**src/hdl/upd_pkg.sv**
```systemverilog
// ----------------------------------------------------------------------------
// URL path decoder package
// Shared types, character codes and helper functions for the decoder.
// ----------------------------------------------------------------------------
package upd_pkg;

  // Width of the byte counters, the length limit and the reported length.
  localparam int unsigned LenW = 16;

  // Reset value of the length limit register.
  localparam logic [LenW-1:0] MaxLenReset = LenW'(1023);

  // Character codes used by the decoder.
  localparam logic [7:0] ChQuest   = 8'h3F; // '?'
  localparam logic [7:0] ChPercent = 8'h25; // '%'
  localparam logic [7:0] ChSlash   = 8'h2F; // '/'
  localparam logic [7:0] ChZero    = 8'h30; // '0'
  localparam logic [7:0] ChNine    = 8'h39; // '9'
  localparam logic [7:0] ChUpA     = 8'h41; // 'A'
  localparam logic [7:0] ChUpF     = 8'h46; // 'F'
  localparam logic [7:0] ChUpZ     = 8'h5A; // 'Z'
  localparam logic [7:0] ChLowA    = 8'h61; // 'a'
  localparam logic [7:0] ChLowF    = 8'h66; // 'f'
  localparam logic [7:0] CaseDelta = 8'h20;

  // Decoder phase within one name.
  typedef enum logic [1:0] {
    PhNormal = 2'd0,  // plain text
    PhPct    = 2'd1,  // a percent sign was seen
    PhHex1   = 2'd2,  // the first hex digit was seen
    PhDrop   = 2'd3   // dropping bytes until the end of the name
  } phase_e;

  // Per-name decoder state.
  typedef struct packed {
    phase_e          phase;
    logic [3:0]      hex_high;
    logic            hex_bad;
    logic [LenW-1:0] taken;
    logic [LenW-1:0] emitted;
    logic            at_start;
  } upd_state_t;

  // Result of one decoding step.
  typedef struct packed {
    logic            fire;
    logic [7:0]      data;
    logic            has_byte;
    logic            last;
    logic [LenW-1:0] length;
  } upd_result_t;

  // State at reset and at the end of every name.
  localparam upd_state_t StateClear = '{
    phase:    PhNormal,
    hex_high: 4'd0,
    hex_bad:  1'b0,
    taken:    '0,
    emitted:  '0,
    at_start: 1'b1
  };

  // ASCII lowercase.
  function automatic logic [7:0] fold_lower(input logic [7:0] b);
    logic [7:0] r;
    r = b;
    if (b >= ChUpA && b <= ChUpZ) begin
      r = b + CaseDelta;
    end
    return r;
  endfunction

  // Hex digit decode: bit 4 flags a bad digit, bits 3:0 hold the value.
  function automatic logic [4:0] hex_value(input logic [7:0] b);
    logic [7:0] d;
    logic [4:0] r;
    d = 8'd0;
    r = 5'b10000;
    if (b >= ChZero && b <= ChNine) begin
      d = b - ChZero;
      r = {1'b0, d[3:0]};
    end else if (b >= ChUpA && b <= ChUpF) begin
      d = b - ChUpA + 8'd10;
      r = {1'b0, d[3:0]};
    end else if (b >= ChLowA && b <= ChLowF) begin
      d = b - ChLowA + 8'd10;
      r = {1'b0, d[3:0]};
    end
    return r;
  endfunction

endpackage

```
**src/hdl/upd_step.sv**
```systemverilog
// ----------------------------------------------------------------------------
// URL path decoder step
// Combinational decode of one source byte against the current name state.
// ----------------------------------------------------------------------------
module upd_step (
  input  upd_pkg::upd_state_t        state_i,
  input  logic [upd_pkg::LenW-1:0]   max_length_i,
  input  logic [7:0]                 in_byte_i,
  input  logic                       in_last_i,
  input  logic                       empty_name_i,
  output upd_pkg::upd_state_t        state_o,
  output upd_pkg::upd_result_t       result_o
);

  logic                     qmark_start;
  logic                     dropping;
  logic [upd_pkg::LenW-1:0] taken_inc;
  logic                     end_here;
  logic [4:0]               hex_lo;
  logic [4:0]               hex_hi_cur;
  logic [7:0]               hex_byte;

  // Shared conditions of the step.
  assign qmark_start = state_i.at_start && (in_byte_i == upd_pkg::ChQuest);
  assign dropping    = !qmark_start &&
                       ((state_i.phase == upd_pkg::PhDrop) || (state_i.taken >= max_length_i));
  assign taken_inc   = state_i.taken + upd_pkg::LenW'(1);
  assign end_here    = in_last_i || (taken_inc >= max_length_i);
  assign hex_lo      = upd_pkg::hex_value(in_byte_i);
  assign hex_hi_cur  = upd_pkg::hex_value(in_byte_i);
  assign hex_byte    = {state_i.hex_high, hex_lo[3:0]};

  // Result of the step.
  always_comb begin
    result_o          = '0;
    if (empty_name_i) begin
      // An empty name is a complete name of its own, whatever came before.
      result_o.fire     = 1'b1;
      result_o.has_byte = 1'b1;
      result_o.data     = upd_pkg::ChSlash;
      result_o.last     = 1'b1;
      result_o.length   = upd_pkg::LenW'(1);
    end else if (qmark_start) begin
      result_o.fire     = 1'b1;
      result_o.has_byte = 1'b1;
      result_o.data     = upd_pkg::ChSlash;
      result_o.last     = in_last_i;
    end else if (dropping) begin
      result_o.fire     = in_last_i;
      result_o.last     = in_last_i;
    end else begin
      unique case (state_i.phase)
        upd_pkg::PhNormal: begin
          if (in_byte_i == upd_pkg::ChPercent) begin
            if (end_here) begin
              result_o.fire     = 1'b1;
              result_o.has_byte = 1'b1;
              result_o.data     = upd_pkg::ChZero;
              result_o.last     = in_last_i;
            end
          end else begin
            result_o.fire     = 1'b1;
            result_o.has_byte = 1'b1;
            result_o.data     = upd_pkg::fold_lower(in_byte_i);
            result_o.last     = in_last_i;
          end
        end
        upd_pkg::PhPct: begin
          if (end_here) begin
            result_o.fire     = 1'b1;
            result_o.has_byte = 1'b1;
            result_o.data     = upd_pkg::ChZero;
            result_o.last     = in_last_i;
          end
        end
        upd_pkg::PhHex1: begin
          result_o.fire     = 1'b1;
          result_o.has_byte = 1'b1;
          result_o.last     = in_last_i;
          // A bad digit or a zero value decodes to the digit zero.
          if (state_i.hex_bad || hex_lo[4] || (hex_byte == 8'd0)) begin
            result_o.data = upd_pkg::ChZero;
          end else begin
            result_o.data = upd_pkg::fold_lower(hex_byte);
          end
        end
        default: begin
          result_o.fire = 1'b0;
        end
      endcase
    end
    // The final result reports the count including its own byte.
    if (result_o.last && !empty_name_i) begin
      result_o.length = state_i.emitted + upd_pkg::LenW'(result_o.has_byte);
    end
  end

  // Next state of the name.
  always_comb begin
    state_o          = state_i;
    state_o.at_start = 1'b0;
    state_o.emitted  = state_i.emitted + upd_pkg::LenW'(result_o.has_byte);
    if (empty_name_i || (result_o.fire && result_o.last)) begin
      state_o = upd_pkg::StateClear;
    end else if (qmark_start) begin
      state_o.phase = upd_pkg::PhDrop;
    end else if (!dropping) begin
      state_o.taken = taken_inc;
      unique case (state_i.phase)
        upd_pkg::PhNormal: begin
          if (in_byte_i == upd_pkg::ChPercent) begin
            state_o.phase = end_here ? upd_pkg::PhDrop : upd_pkg::PhPct;
          end else if (end_here) begin
            state_o.phase = upd_pkg::PhDrop;
          end
        end
        upd_pkg::PhPct: begin
          state_o.hex_bad  = hex_hi_cur[4];
          state_o.hex_high = hex_hi_cur[4] ? 4'd0 : hex_hi_cur[3:0];
          state_o.phase    = end_here ? upd_pkg::PhDrop : upd_pkg::PhHex1;
        end
        upd_pkg::PhHex1: begin
          state_o.phase = end_here ? upd_pkg::PhDrop : upd_pkg::PhNormal;
        end
        default: begin
          state_o.phase = upd_pkg::PhDrop;
        end
      endcase
    end
  end

endmodule

```
**src/hdl/url_path_percent_decoder.sv**
```systemverilog
// ----------------------------------------------------------------------------
// URL path percent decoder
// Decodes percent escapes and lowercases a URL path, one byte per request.
// ----------------------------------------------------------------------------
// The block takes one source byte per ready cycle and gives at most one
// result per byte, in the cycle after the request is accepted. Each request is
// decoded in a single pass against the name state and the result is held in
// an output register; a new request is accepted in every cycle while that
// register is empty or being read, so the sustained rate is one byte per
// cycle, limited only by the output side. A name that is empty or starts
// with '?' gives "/". Only the first max_length bytes of a name count. The
// result that ends a name carries its output length. Write max_length only
// while the block is idle.
module url_path_percent_decoder (
  input  logic                      clk_i,
  input  logic                      rst_ni,
  // Configuration.
  input  logic                      cfg_we_i,
  input  logic [upd_pkg::LenW-1:0]  cfg_wdata_i,
  // Input requests.
  input  logic                      in_valid_i,
  output logic                      in_ready_o,
  input  logic [7:0]                in_byte_i,
  input  logic                      in_last_i,
  input  logic                      empty_name_i,
  // Results.
  output logic                      out_valid_o,
  input  logic                      out_ready_i,
  output logic [7:0]                out_byte_o,
  output logic                      has_byte_o,
  output logic                      out_last_o,
  output logic [upd_pkg::LenW-1:0]  name_length_o
);

  upd_pkg::upd_state_t       state_q, state_d;
  upd_pkg::upd_result_t      result;
  logic [upd_pkg::LenW-1:0]  max_length_q;
  logic                      out_valid_q;
  upd_pkg::upd_result_t      out_q;
  logic                      accept;

  // Accept while the output register is free or drains this cycle.
  assign in_ready_o = !out_valid_q || out_ready_i;
  assign accept     = in_valid_i && in_ready_o;

  // Decode of the current request.
  upd_step u_step (
    .state_i      (state_q),
    .max_length_i (max_length_q),
    .in_byte_i    (in_byte_i),
    .in_last_i    (in_last_i),
    .empty_name_i (empty_name_i),
    .state_o      (state_d),
    .result_o     (result)
  );

  // Length limit register.
  always_ff @(posedge clk_i or negedge rst_ni) begin
    if (!rst_ni) begin
      max_length_q <= upd_pkg::MaxLenReset;
    end else if (cfg_we_i) begin
      max_length_q <= cfg_wdata_i;
    end
  end

  // Name state advances on every accepted request.
  always_ff @(posedge clk_i or negedge rst_ni) begin
    if (!rst_ni) begin
      state_q <= upd_pkg::StateClear;
    end else if (accept) begin
      state_q <= state_d;
    end
  end

  // Output valid flag.
  always_ff @(posedge clk_i or negedge rst_ni) begin
    if (!rst_ni) begin
      out_valid_q <= 1'b0;
    end else if (accept && result.fire) begin
      out_valid_q <= 1'b1;
    end else if (out_ready_i) begin
      out_valid_q <= 1'b0;
    end
  end

  // Output payload register.
  always_ff @(posedge clk_i) begin
    if (accept && result.fire) begin
      out_q <= result;
    end
  end

  assign out_valid_o   = out_valid_q;
  assign out_byte_o    = out_q.data;
  assign has_byte_o    = out_q.has_byte;
  assign out_last_o    = out_q.last;
  assign name_length_o = out_q.length;

endmodule

```
**config.mk**
```make
export PLATFORM = sky130hd
export DESIGN_NAME = url_path_percent_decoder
export DESIGN_NICKNAME = d
export VERILOG_FILES = /design/src/hdl/upd_pkg.sv /design/src/hdl/upd_step.sv /design/src/hdl/url_path_percent_decoder.sv
export SDC_FILE = /design/constraint.sdc
export NUM_CORES = 1
export LEC_CHECK = 0
export BUFFER_PORTS_ARGS = -buffer_cell sky130_fd_sc_hd__buf_2
export CORE_ASPECT_RATIO = 0.8
export CORE_MARGIN = 3
export CORE_UTILIZATION = 53
export DETAILED_ROUTE_END_ITERATION = 7
export PLACE_DENSITY = 0.73
export SLEW_MARGIN = 20
export SYNTH_ARGS = -nofsm -noshare
export SYNTH_HDL_FRONTEND = slang
export SYNTH_SLANG_ARGS = --single-unit
```
**constraint.sdc**
```tcl
create_clock -name clk_i -period 11 [get_ports clk_i]
set_input_delay 2.2 -clock clk_i [delete_from_list [all_inputs] [get_ports clk_i]]
set_output_delay 2.2 -clock clk_i [all_outputs]
set_load 0.1 [all_outputs]
```
==> results.txt, run 1 <==
outcome - finished clean
FF-to-FF setup slack - 5480 ps
Flop pwr share - 43.4%
switching power total - 263.1 uW
post-route setup slack - 5479 ps
cell taking the most area after synthesis - dfrtp_1
max cap viols - 0
gp weighted congestion - 0.9004
number of synthesized flops with an enable pin - 26
P_int - 533.0 uW
WL per Instance - 16.42 um
Max VDD drop - 0.1194 mV
Setup crit end kind - flop
RSZ-0062 raised after global routing - no
Final Power - 796.1 uW
setup tns final - 0 ps
Die Width - 117.0 um
GRT overflow - 0
placed cell areas - 5634 sq um
CTS tree - yes
n_diodes - 0
Crit path arrival time - 5600 ps
final hold violation count - 0
slew at the pin closest to its max-slew limit - 859.8 ps
TritonCTS buffer count - 9
Routed Antenna Nets - 0
pre-CTS setup slack - 5269 ps
number of gates resized after cts - 0
crit path launch type - flop
Design Area, Final - 5919 sq um
R2R depth - 22
yosys warns - 0
post-synthesis net count - 635
routed via count - 4,450
RR Endpoint - name_length_o[14]$_SDFFCE_PN0P_
Max H-tree Level - 3
Final setup violation count - 0
Cell variety after synth - 58
DR DRC count - 0
IO Pins - 59
Synth Flop Type - dfrtp_1
share of layout cells above drive strength 1 - 15.94%
FMAX - 0.1811 GHz
number of port buffers - 58
final net count - 688
Root Driver - clkbuf_16
combinational power share - 19.8%
clock power share - 36.8%
Post-Synthesis Cells - 563
share of the synthesized area in the top cell type - 22.03%
Crit Path Class - flop to flop
PD cells - 134.5 nW/um^2
largest net degree at the start of global routing - 58
DR pass1 iterations - 6
Core Region - 9309 sq um
Tmin final - 5521 ps
Seq cells post-synth - 83
top-count cell post-synth - nand2_1
Hold Path Cell Cnt - 2
hold path start - state_q[1]$_DFFE_PN0P_
Routed WL - 12,090 um
final hold slack - 482.2 ps
worst clock skew - 6.873 ps
initial antenna violation count - 0
Iter 0 DRT Violations - 358
fin cells - 736
Mapped Area - 5226 sq um
CTS Hold Bufs - 0
# Post-CTS Setup Buffers - 0
initial core utilization - 56.14%
Slew headroom - 42.47%
Final HPWL DP - 8793 um
fin crit share - 50.19%
clock latency on the worst-skew pair - 350 ps
Mean Syn Cell Area - 9.283 sq um
reg2reg start - state_q[17]$_DFFE_PN0P_
FFs w/ async S/R, synth - 68.67%
die footprint - 11,100 sq um
count of pins over their slew limit - 0
worst endpoint required time - 11,080 ps
Reg clk slew, reported paths - 70 ps
CP Max Fanout - 6
chip height - 94.82 um
placed cells - 720
P&R area growth vs syn - 13.26%
Synth area leaders - dfrtp_1 22%, edfxtp_1 15%, ha_1 9.8%
Site Rows - 31
Post-Route Utilization - 63.59%
vias per cell - 6.046
Worst Hold Path EP - state_q[1]$_DFFE_PN0P_
GRT Util Overall - 23.09%
register area share after synthesis - 42.49%
first-pass GRT wire length - 20,220 um
switching share of power - 33.05%
clk sinks - 83
Max Buffers Root-to-Sink - 2
LEAKAGE - 2.557 nW
Hold Path Class - flop to flop
vias in the first global route - 4,116
top cells by count, synth - 77 x nand2_1, 60 x o21ai_0, 46 x dfrtp_1
-- worst max-delay path, stage by stage (launching register included) --
cell and delay, ps:
dfrtp_1 460, ha_1 240, and3_1 210, nand3_1 170
nor2_1 290, and3_1 230, and3_1 190, xor2_1 100
ha_1 310, o211ai_1 80, o21ai_0 260, a2bb2oi_1 180
o22ai_1 230, inv_1 60, o21ai_0 200, ha_1 210
ha_1 240, nand3_1 230, nor4_1 640, and3_1 330
and3_1 230, xnor2_1 130, nor2_1 50
-- routing by layer --
metal	global-route usage, %	part of all wire, %
met3	5.189	6.7
met2	33.48	43
met5	0	0
met4	7.736	2.3
met1	34.01	48
-- cell usage in the layout, fill, tap and decap left out, types with 19 or more instances in the layout --
cell,instances
nand2_1,77
o21ai_0,60
buf_2,58
dfrtp_1,46
nor2_1,41
ha_1,41
inv_1,29
edfxtp_1,26
a21oi_1,21
xnor2_1,19
-- worst max-delay path by stage --
stage	start	to	slack (ps)
floorplan	out_ready_i	has_byte_o$_DFFE_PP_	5060
global placement	in_byte_i[1]	name_length_o[14]$_SDFFCE_PN0P_	5460
detailed placement	in_byte_i[6]	name_length_o[14]$_SDFFCE_PN0P_	5270
CTS	state_q[17]$_DFFE_PN0P_	name_length_o[14]$_SDFFCE_PN0P_	5550
global route	state_q[17]$_DFFE_PN0P_	state_q[15]$_DFFE_PN0P_	4960
finish	state_q[17]$_DFFE_PN0P_	name_length_o[14]$_SDFFCE_PN0P_	5480
-- flip-flops by register name, indices dropped and copies added, names as in the netlist --
| name | cells |
|---|---|
| out_byte_o | 8 |
| has_byte_o | 1 |
| out_last_o | 1 |
| out_valid_o | 1 |
| name_length_o | 16 |
| max_length_q | 16 |
| state_q | 40 |
-- area by class of cell --
class | instances | area (sq um)
fillers | 807 | 3390
inverters | 30 | 112.6
clock buffers | 9 | 225.2
clock inverters | 7 | 60.06
multi-input cells | 431 | 2844
repair buffers | 61 | 312.8
flip-flops and latches | 83 | 2221
well taps | 115 | 143.9
-- cell families after synthesis --
logic type,count (synthesis),share of synthesized area (%)
fa+ha+maj,41,9.816
mux,8,1.580
buf+inv,49,3.519
simple gates,198,18.17
xor+xnor,28,4.692
compound gates,156,19.73
flops,83,42.49
-- power groups by stage --
stage | Sequential (mW) | Combinational [mW] | Clock (mW)
after floorplan | 0.401 | 0.0658 | 0
after global placement | 0.351 | 0.154 | 0
after detailed placement | 0.352 | 0.156 | 0
after CTS | 0.346 | 0.157 | 0.298
after global routing | 0.347 | 0.172 | 0.310
final | 0.346 | 0.158 | 0.293
No activity file was read; power rests on OpenSTA's default activity.
==> run 2: changes to the inputs <==
- PLACE_DENSITY: 0.73 -> 0.76
- clock period: 11 -> 4.7 ns (I/O delays scaled with it)
==> run 2 against run 1 <==
Against the previous run: worst setup slack got worse by 5100 ps; cell count grew 1.9%; highest routed layer unchanged; sequential power grew 130%; non-clock buffer count rose by 14; global-route usage increased by 1.2 points; wire length increased by 6.3%; count of clock-buffer cells in the layout increased by 1; critical path depth grew 1; die area did not move; clock power rose by 130%; total power is 130% higher.
==> results.txt, run 2 (synthesized netlist as in run 1, its figures left out) <==
outcome - finished clean
Post-Route Utilization - 64.96%
Iter 0 DRT Violations - 513
met3 Use GR - 6.534%
Hold Path Class - flop to flop
GR Layer Usage met2 - 36.46%
FMAX - 0.2293 GHz
CTS tree - yes
gp weighted congestion - 0.8907
Die Width - 117.0 um
crit-path cells - ha_2 > and3_1 > nand3_1 > nor2_1 > and3_1 > nand3_1 > xnor2_1 > ha_1 > nand4_1 > nor2_1 > inv_1 > a2bb2oi_2 > o22ai_2 > inv_1 > o21ai_0 > ha_1 > ha_1 > nand3_1 > nor4_2 > and3_4 > and3_1 > xnor2_1 > nor2_1
final hold slack - 498.8 ps
initial antenna violation count - 0
Root Driver - clkbuf_16
Routed Antenna Nets - 0
WL per Instance - 17.14 um
CP max stage delay - 420 ps
clk sinks - 83
first-pass GRT wire length - 21,220 um
Setup crit end kind - flop
GRT overflow - 0
n_diodes - 0
GR peak layer - met2
Biggest register - state_q
worst endpoint required time - 4780 ps
vias in the first global route - 4,354
Slew headroom - 28.11%
final net count - 702
max cap viols - 0
TritonCTS buffer count - 9
Core Region - 9309 sq um
number of port buffers - 58
Tmin final - 4362 ps
clock latency on the worst-skew pair - 350 ps
placed cell areas - 5727 sq um
Max Buffers Root-to-Sink - 2
Reg clk slew, reported paths - 70 ps
die footprint - 11,100 sq um
Final setup violation count - 0
Critical-path top delay cell - dfrtp_1
RSZ-0062 raised after global routing - no
CTS Hold Bufs - 0
routed via count - 4,555
Final Power - 1.857 mW
P&R area growth vs syn - 15.71%
IO Pins - 59
DR pass1 iterations - 6
final hold violation count - 0
fin cells - 750
Final HPWL DP - 9468 um
Max H-tree Level - 3
Crit Path Class - flop to flop
post-route setup slack - 338.5 ps
most frequent cells in the layout - 77 x nand2_1, 59 x o21ai_0, 58 x buf_2
Routed WL - 12,850 um
share of layout cells above drive strength 1 - 18.58%
max FFs per register - 40
initial core utilization - 56.14%
GRT met1 Usage - 35.69%
placed cells - 733
LEAKAGE - 2.609 nW
largest net degree at the start of global routing - 32
setup tns final - 0 ps
Max VDD drop - 0.1902 mV
Site Rows - 31
Design Area, Final - 6047 sq um
count of pins over their slew limit - 0
GRT Util Overall - 24.27%
Crit path arrival time - 4440 ps
CP Max Fanout - 5
crit path launch type - flop
chip height - 94.82 um
DR DRC count - 0
PD cells - 307.1 nW/um^2
pre-CTS setup slack - 123.0 ps
vias per cell - 6.073
fin crit share - 92.80%
commonest non-fill, non-tap cell in the layout - nand2_1
worst clock skew - 10.18 ps
slew at the pin closest to its max-slew limit - 1070 ps
run 2: cell types whose count changed in the layout (fill, tap and decap cells not counted), moves of 2 or more:
cell | previous run | this run
nor4_2 | 0 | 2
inv_8 | 2 | 0
nor4_1 | 5 | 3
buf_4 | 3 | 17
run 2: report_power, final:
part           switching, mW  internal (mW)  leakage, nW
Sequential            0.0161          0.792        0.989
Combinational          0.285         0.0930         1.49
Clock                  0.307          0.363        0.126
Total                  0.609           1.25         2.61
run 2: final timing paths:
| kind | start | endpoint | slack (ps) | cells past startpoint |
|---|---|---|---|---|
| setup reg to reg | state_q[18]$_DFFE_PN0P_ | name_length_o[14]$_SDFFCE_PN0P_ | 340 | 23 |
| min in group asynchronous | rst_ni | state_q[34]$_DFFE_PN0P_ | 640 | 1 |
| hold reg to reg | state_q[1]$_DFFE_PN0P_ | state_q[1]$_DFFE_PN0P_ | 500 | 2 |
| hold / removal | state_q[1]$_DFFE_PN0P_ | state_q[1]$_DFFE_PN0P_ | 500 | 2 |
| setup / recovery | state_q[18]$_DFFE_PN0P_ | name_length_o[14]$_SDFFCE_PN0P_ | 340 | 23 |
| max in group asynchronous | rst_ni | max_length_q[3]$_DFFE_PN1P_ | 3140 | 2 |
run 2: critical path, delay by kind of cell, from the launching register on:
kind	cells	cell delay (ps)
buffers and inverters	2	110
AOI/OAI and AO/OA	3	520
adders and majority gates	4	940
DFF	1	420
xor gates and xnor gates	2	300
and+or+nand+nor	12	1810
run 2: cell type report:
type / count / area, sq um
clock buffers: 10 / 229.0
multi-input cells: 431 / 2874
inverters: 30 / 112.6
repair buffers: 75 / 417.9
fillers: 771 / 3262
well taps: 115 / 143.9
flip-flops and latches: 83 / 2221
clock inverters: 6 / 48.80
run 2: per-layer routing:
metal | part of all wire, % | wire length, um | vias up
li1 | - | - | 2199
met1 | 48 | 6206 | 2204
met2 | 45 | 5729 | 139
met3 | 6.3 | 814 | 13
met4 | 0.81 | 104 | 0
met5 | 0 | 0 | -
run 2: timing repair:
action	CTS	global route
buffers inserted	0	1
gates resized for setup	0	9
setup endpoints to repair	0	10
